--- src/rtl/nps_pkg.sv ---
`default_nettype none

package nps_pkg;

    localparam int MAX_POINTS_DEF = 256;

    localparam int COORD_W = 16;
    localparam int SLOT_W  = 8;
    localparam int DIST_W  = 33;
    localparam int SQ_W    = 2 * COORD_W;
    localparam int CNT_W   = 9;

    localparam int PADDR_W = 3;
    localparam int PDATA_W = 32;
    localparam int REG_W   = PADDR_W - 2;

    localparam logic [CNT_W-1:0] POINT_COUNT_RST = CNT_W'(2);

    localparam logic             KIND_LOAD       = 1'b0;
    localparam logic             KIND_QUERY      = 1'b1;
    localparam logic [REG_W-1:0] REG_POINT_COUNT = REG_W'(0);

    typedef struct packed {
        logic load;
        logic start;
        logic issue;
        logic out_load;
    } t_dp_cmd;

    typedef struct packed {
        logic issue_last;
        logic scan_done;
    } t_dp_sts;

endpackage

`default_nettype wire

--- src/rtl/nps_ctrl.sv ---
`default_nettype none

module nps_ctrl
    import nps_pkg::*;
(
    input  wire logic    i_clk,
    input  wire logic    i_rst_n,
    input  wire logic    i_in_valid,
    input  wire logic    i_kind,
    input  wire logic    i_out_stall,
    input  wire t_dp_sts i_sts,
    output logic         o_in_stall,
    output logic         o_out_valid,
    output t_dp_cmd      o_cmd
);

    typedef enum logic [3:0] {
        ST_IDLE  = 4'b0001,
        ST_SCAN  = 4'b0010,
        ST_DRAIN = 4'b0100,
        ST_DONE  = 4'b1000
    } t_state;

    t_state r_state, n_state;
    logic   r_out_valid, n_out_valid;

    always_comb begin
        n_state    = r_state;
        o_cmd      = '0;
        o_in_stall = 1'b1;
        unique case (r_state)
            ST_IDLE: begin
                o_in_stall = 1'b0;
                if (i_in_valid) begin
                    if (i_kind == KIND_QUERY) begin
                        o_cmd.start = 1'b1;
                        n_state     = ST_SCAN;
                    end else begin
                        o_cmd.load = 1'b1;
                    end
                end
            end
            ST_SCAN: begin
                o_cmd.issue = 1'b1;
                if (i_sts.issue_last) begin
                    n_state = ST_DRAIN;
                end
            end
            ST_DRAIN: begin
                if (i_sts.scan_done) begin
                    n_state = ST_DONE;
                end
            end
            ST_DONE: begin
                if (!r_out_valid || !i_out_stall) begin
                    o_cmd.out_load = 1'b1;
                    n_state        = ST_IDLE;
                end
            end
            default: n_state = ST_IDLE;
        endcase
    end

    always_comb begin
        n_out_valid = r_out_valid;
        if (o_cmd.out_load) begin
            n_out_valid = 1'b1;
        end else if (!i_out_stall) begin
            n_out_valid = 1'b0;
        end
    end

    always_ff @(posedge i_clk) begin
        if (!i_rst_n) begin
            r_state     <= ST_IDLE;
            r_out_valid <= 1'b0;
        end else begin
            r_state     <= n_state;
            r_out_valid <= n_out_valid;
        end
    end

    assign o_out_valid = r_out_valid;

endmodule

`default_nettype wire

--- config.mk ---
export PLATFORM = sky130hd
export DESIGN_NAME = nps_ctrl
export DESIGN_NICKNAME = d
export VERILOG_FILES = /design/src/rtl/nps_pkg.sv /design/src/rtl/nps_ctrl.sv
export SDC_FILE = /design/constraint.sdc
export NUM_CORES = 1
export LEC_CHECK = 0
export BUFFER_PORTS_ARGS = -buffer_cell sky130_fd_sc_hd__buf_2
export CAP_MARGIN = 20
export CELL_PAD_IN_SITES_DETAIL_PLACEMENT = 0
export CELL_PAD_IN_SITES_GLOBAL_PLACEMENT = 1
export CORE_AREA = 2 2 39 41
export CTS_CLUSTER_DIAMETER = 50
export DETAILED_ROUTE_END_ITERATION = 8
export DIE_AREA = 0 0 41 43
export GPL_TIMING_DRIVEN = 0
export HOLD_SLACK_MARGIN = 0.1
export PLACE_DENSITY_LB_ADDON = 0.25
export SLEW_MARGIN = 40
export SYNTH_ARGS = -nofsm -noshare
export SYNTH_HDL_FRONTEND = slang
export SYNTH_SLANG_ARGS = --single-unit
--- constraint.sdc ---
create_clock -name i_clk -period 1.8 [get_ports i_clk]
set_input_delay 0.27 -clock i_clk [delete_from_list [all_inputs] [get_ports i_clk]]
set_output_delay 0.27 -clock i_clk [all_outputs]
set_load 0.02 [all_outputs]
==> reports/metrics.yaml, run 1 <==
run_status:
  outcome: "complete, no violations"
drt:
  finalWirelength_um: 691
  drt_first_pass_iters: 1
  routed-via-count: 313
  drc: 0
  viasPerCell: 4.67
  drtIter0Drc: 0
  drtAntennaViolNets: 0
  wl_per_cell_um: 10.3
min_path:
  hold_class: "in -> reg"
pwr:
  p_sw_share_pct: 25.4
  p_comb_share_pct: 15.1
  power.share.clock_pct: 45.5
  p_leak_uw: 0.000198
  peakVddDrop_v: 0.000241
  power_uw: 295
  intPower_uw: 220
  p_seq_share_pct: 39.4
  power_density_mw_per_mm2: 646
  switchingPower_uw: 75.1
yosys:
  synth.most_common_cell: "dfxtp_1"
  synth-edff-count: 0
  async_flop_share_pct: 0
  yosysTopAreaCell: "dfxtp_1"
  synth.area.top_cells: "dfxtp_1 32%, or4b_4 8.8%, a21boi_0 4.8%"
  synth-seq-cells: 5
  synth_seq_area_share_pct: 31.9
  yosysWarnings: 0
  synth_cells: 33
  syn_avg_cell_area_um2: 9.52
  netlist_area_um2: 314
  synth_common_cells: "5 x dfxtp_1, 2 x a21boi_0, 2 x nand2_1, 2 x nor2b_1, 2 x or4b_4"
  synthFlopType: "dfxtp_1"
  synthDistinctLibCells: 25
  synth_fp_nets: 40
  synth.top_cell.area_share_pct: 31.9
die:
  die_w_um: 41
  die_h_um: 43
  fp-row-count: 14
  io_pins: 13
  fp.dieArea_mm2: 0.00176
  coreArea_mm2: 0.00138
  initial_core_util_pct: 22.7
placed_design:
  place_area_um2: 399
  gp_congestion: 0.698
  portBuffers: 12
  dp_hpwl_um: 499
sta:
  setup_viol: 0
  worst_slew_pin_slew_ps: 363
  slew_viol_final: 0
  hold_viol: 0
  rsz0062_at_grt: "true"
  fin_skew_ps: 5.78
  fmax_mhz: 569
  min_period_over_period_pct: 97.6
  maxSlewHeadroom_pct: 75.4
  period_minus_slack_ps: 1760
worst_setup_path:
  cp.required_ps: 1530
  r2r_slack_ps: 420
  worst_path_max_delay_cell: "or4b_4"
  path_delay_family: "simple AND/OR/NAND/NOR gates"
  endpoint_kind: "output port"
  cp_max_fo: 6
  cp-start-kind: "flop"
  worst-path-buf-inv: 1
  critical_path_class: "reg -> out"
  crit_path_max_incr_delay_ps: 570
  cp.arrival_ps: 1490
  worstPathCellList: "or4b_4 > nor3b_2 > buf_4"
global_routing:
  grt_max_degree: 10
  groute.usage.overall_pct: 9.86
  overflow: 0
  grt_pass1_wl_um: 1150
  antenna_found_initial: 0
  grt_pass1_vias: 276
clock_tree:
  clk_latency_ps: 250
  clk_path_buf_depth: 2
  cts_tree: "built"
  cts.sinks: 5
  cts-root-buf: "clkbuf_4"
  cts_buffers: 3
  htreeDepth: 1
  clk_pin_slew_worst_paths_ps: 50
  hold_buffers: 0
layout:
  final_nets: 59
  area.growth.synth_to_final_pct: 45.4
  stdcell_area_um2: 457
  drive_gt1_share_pct: 56.9
  diodes: 0
flow_run:
  drv_cap: 0
flip-flops by register name, summed over array words and instances, names as in the netlist:
signal / cells
o_out_valid: 1
r_state: 4
cells in the final DEF (no fill, tap or decap):
cell | Yosys | layout
a21boi_0 | 2 | 2
a21oi_2 | 0 | 1
a2bb2oi_1 | 1 | 1
a32oi_1 | 1 | 1
and3_1 | 1 | 1
buf_2 | 0 | 10
buf_4 | 1 | 5
buf_6 | 1 | 1
clkbuf_1 | 0 | 1
clkbuf_4 | 0 | 3
dfxtp_1 | 5 | 1
dfxtp_2 | 0 | 3
dfxtp_4 | 0 | 1
inv_1 | 1 | 1
nand2_1 | 2 | 2
nand2b_1 | 1 | 1
nand4_1 | 1 | 1
nor2_1 | 1 | 1
nor2_4 | 1 | 1
nor2b_1 | 2 | 2
nor3b_2 | 0 | 1
nor4b_1 | 1 | 1
nor4bb_1 | 1 | 1
o21a_1 | 1 | 1
o21ai_0 | 1 | 1
o22ai_1 | 1 | 1
or3b_2 | 1 | 1
or4b_1 | 1 | 1
or4b_4 | 2 | 2
xnor2_1 | 1 | 1
final cells by class:
type	count	area (um^2)
clock buffers	4	26.3
fillers	156	927
inverters	1	3.75
multi-input cells	25	200
flip-flops and latches	5	108
well taps	16	20.0
repair buffers	16	98.8
routing by layer:
metal	vias up	part of all wire, %	wire (um)	track usage [%]
met5	-	0	0	0
met4	0	2.2	15	8.00
met3	2	6.7	46	3.14
met2	10	43	295	12.2
met1	140	48	334	13.3
li1	161	-	-	-
power groups by stage:
stage,clock network (uW),logic (uW),registers (uW)
global route,153,49.1,116
finish,134,44.5,116
global placement,0,43.2,118
CTS,138,40.2,118
floorplan,0,27.5,117
detailed placement,0,43.0,118
final timing paths:
path,startpoint,end,cells after the start
worst min-delay path,i_rst_n,r_state[1],2
worst max register to register,r_state[1],r_state[3],4
worst max-delay path,r_state[3],o_cmd[3],3
worst min register to register,o_out_valid,o_out_valid,2
what timing repair did:
item | CTS | global route
resized for setup | 5 | 4
pin swaps | 2 | 2
endpoints found under the setup margin | 2 | 3
endpoints found under the hold margin | 0 | 0
buffers inserted | 0 | 4
cells by family (layout without fill, tap and decap cells):
logic type | after synthesis | after routing | synth area share [%]
DFF | 5 | 5 | 31.9
xor gates and xnor gates | 1 | 1 | 2.79
and+or+nand+nor | 16 | 16 | 40.2
AOI/OAI and AO/OA | 8 | 8 | 17.9
buffers and inverters | 3 | 21 | 7.17
stage by stage:
step	hold slack (ps)	std cells	TNS [ps]	util [%]	setup WS, ps
floorplan	388	33	0	-	157
global placement	541	61	0	28.8	191
detailed placement	531	61	0	28.8	204
CTS	289	64	0	30.7	6.17
global route	284	67	-28.1	33.0	-28.1
finish	293	67	0	33.0	42.4
Power figures use the tool's default switching activity.
==> run 2: changes to the inputs <==
==> constraint.sdc (replaced) <==
create_clock -name i_clk -period 2.2 [get_ports i_clk]
set_input_delay 0.33 -clock i_clk [delete_from_list [all_inputs] [get_ports i_clk]]
set_output_delay 0.33 -clock i_clk [all_outputs]
set_load 0.02 [all_outputs]
==> run 2 against run 1 <==
Net effect: worst hold slack better by 76 ps; core utilization fell by 2.6 points; clock skew is 3.5 ps lower; non-clock buffer count shrank 2; wire length up 0.29%; critical path type unchanged; largest power group unchanged; highest routed layer is now met3.
==> reports/metrics.yaml, run 2 (synthesized netlist as in run 1, its figures left out) <==
worst_setup_path:
  cp_max_fo: 9  # was 6
  cp.required_ps: 1870  # was 1530 ps
  cp-start-kind: "flop"  # unchanged
  critical_path_class: "reg -> out"  # unchanged
  cp.arrival_ps: 1620  # was 1490 ps
  endpoint_kind: "output port"  # unchanged
run_status:
  outcome: "complete, no violations"  # unchanged
sta:
  min_period_over_period_pct: 88.8
  worst_slew_pin_slew_ps: 359  # was 363 ps
  fmax_mhz: 512
  period_minus_slack_ps: 1950
  maxSlewHeadroom_pct: 75.7  # was 75.4%
  final.setup.worst_slack_ps: 247  # was 42.4 ps
  hold_viol: 0  # unchanged
  tns_ps: 0  # unchanged
  slew_viol_final: 0  # unchanged
  setup_viol: 0  # unchanged
  fin_skew_ps: 2.28  # was 5.78 ps
  rsz0062_at_grt: "false"  # was true
die:
  fp.dieArea_mm2: 0.00176  # unchanged
  coreArea_mm2: 0.00138  # unchanged
  io_pins: 13  # unchanged
  initial_core_util_pct: 22.7  # unchanged
  fp-row-count: 14  # unchanged
  die_w_um: 41  # unchanged
  die_h_um: 43  # unchanged
layout:
  layout_commonest_cell: "buf_2"  # unchanged
  multiInputGateArea_um2: 191  # was 200 um^2
  largest_reg_flops: 4  # unchanged
  seq_area_um2: 100  # was 108 um^2
  final_nets: 57  # was 59
  mostFrequentLayoutCells: "12 x buf_2, 5 x dfxtp_1, 3 x clkbuf_4"  # was 10 x buf_2, 5 x buf_4, 3 x clkbuf_4, 3 x dfxtp_2
  drive_gt1_share_pct: 42.9  # was 56.9%
  area.growth.synth_to_final_pct: 33.9  # was 45.4%
  top_register: "r_state"  # unchanged
  fillerInstances: 162  # was 156
  diodes: 0  # unchanged
global_routing:
  grt_pass1_vias: 282  # was 276
  grt_pass1_wl_um: 1160  # was 1150 um
  grt_max_degree: 10  # unchanged
  overflow: 0  # unchanged
  antenna_found_initial: 0  # unchanged
  groute.usage.overall_pct: 10.1  # was 9.86%
clock_tree:
  ctsResizeCount: 0  # was 5
  cts-root-buf: "clkbuf_4"  # unchanged
  hold_buffers: 0  # unchanged
  cts_buffers: 3  # unchanged
  cts_tree: "built"  # unchanged
  cts.sinks: 5  # unchanged
  clk_path_buf_depth: 2  # unchanged
  htreeDepth: 1  # unchanged
  clk_latency_ps: 240  # was 250 ps
  clk_pin_slew_worst_paths_ps: 50  # about the same
  post-cts-setup-buffers: 0  # unchanged
placed_design:
  preCtsSetupSlack_ps: 523  # was 204 ps
  dp_hpwl_um: 522  # was 499 um
  portBuffers: 12  # unchanged
  gp_congestion: 0.646  # was 0.698
pwr:
  power_density_mw_per_mm2: 563  # was 646 mW/mm^2
  p_leak_uw: 0.000186  # was 0.000198 uW
  peakVddDrop_v: 0.000192  # was 0.000241 V
drt:
  wl_per_cell_um: 10.7  # was 10.3 um
  drtAntennaViolNets: 0  # unchanged
  viasPerCell: 4.68  # was 4.67
  drt_first_pass_iters: 1  # unchanged
  drtIter0Drc: 0  # unchanged
  routed-via-count: 304  # was 313
  finalWirelength_um: 693  # was 691 um
  drc: 0  # unchanged
min_path:
  hold_class: "in -> reg"  # unchanged
flow_run:
  drv_cap: 0  # unchanged
run 2: power by group:
part	internal, uW	leakage (uW)	switching (uW)
Clock	68.7	0.0000150	39.2
Sequential	92.6	0.0000406	1.81
Combinational	16.6	0.000130	17.6
run 2: critical path, stage by stage (launching register included):
cell and delay, ps:
dfxtp_1 300, buf_6 130, or4b_4 540, nor3b_1 220, buf_2 190
run 2: metal layers:
| metal | wire length (um) | GRT usage (%) | part of all wire (%) |
|---|---|---|---|
| met5 | 0 | 0 | 0 |
| met4 | 0 | 8.00 | 0 |
| met3 | 46 | 4.71 | 6.6 |
| met2 | 321 | 12.2 | 46 |
| met1 | 325 | 13.2 | 47 |
run 2: cell type report:
type                       count  area share (%)
buffer                         2            4.46
clock buffer                   4            6.25
inverter                       1           0.893
multi-input combinational     25            45.5
sequential                     5            23.8
tap                           16            4.76
timing repair buffer          12            14.3
run 2: final timing paths:
check	startpoint	end	slack [ps]	cells after the start
max reg2reg	r_state[1]	r_state[0]	820	4
min	i_sts[0]	r_state[3]	370	3
max	r_state[1]	o_cmd[3]	250	4
min reg2reg	o_out_valid	o_out_valid	540	2
run 2: per-stage QoR:
stage | total power, uW | instance area [um^2] | hold WS [ps] | utilization (%) | std cells
2_1_floorplan | 117 | 314 | 448 | - | 33
3_3_place_gp | 131 | 394 | 541 | 28.5 | 61
3_5_place_dp | 131 | 394 | 536 | 28.5 | 61
4_1_cts | 243 | 420 | 361 | 30.4 | 65
5_1_grt | 258 | 420 | 358 | 30.4 | 65
6_report | 237 | 420 | 369 | 30.4 | 65
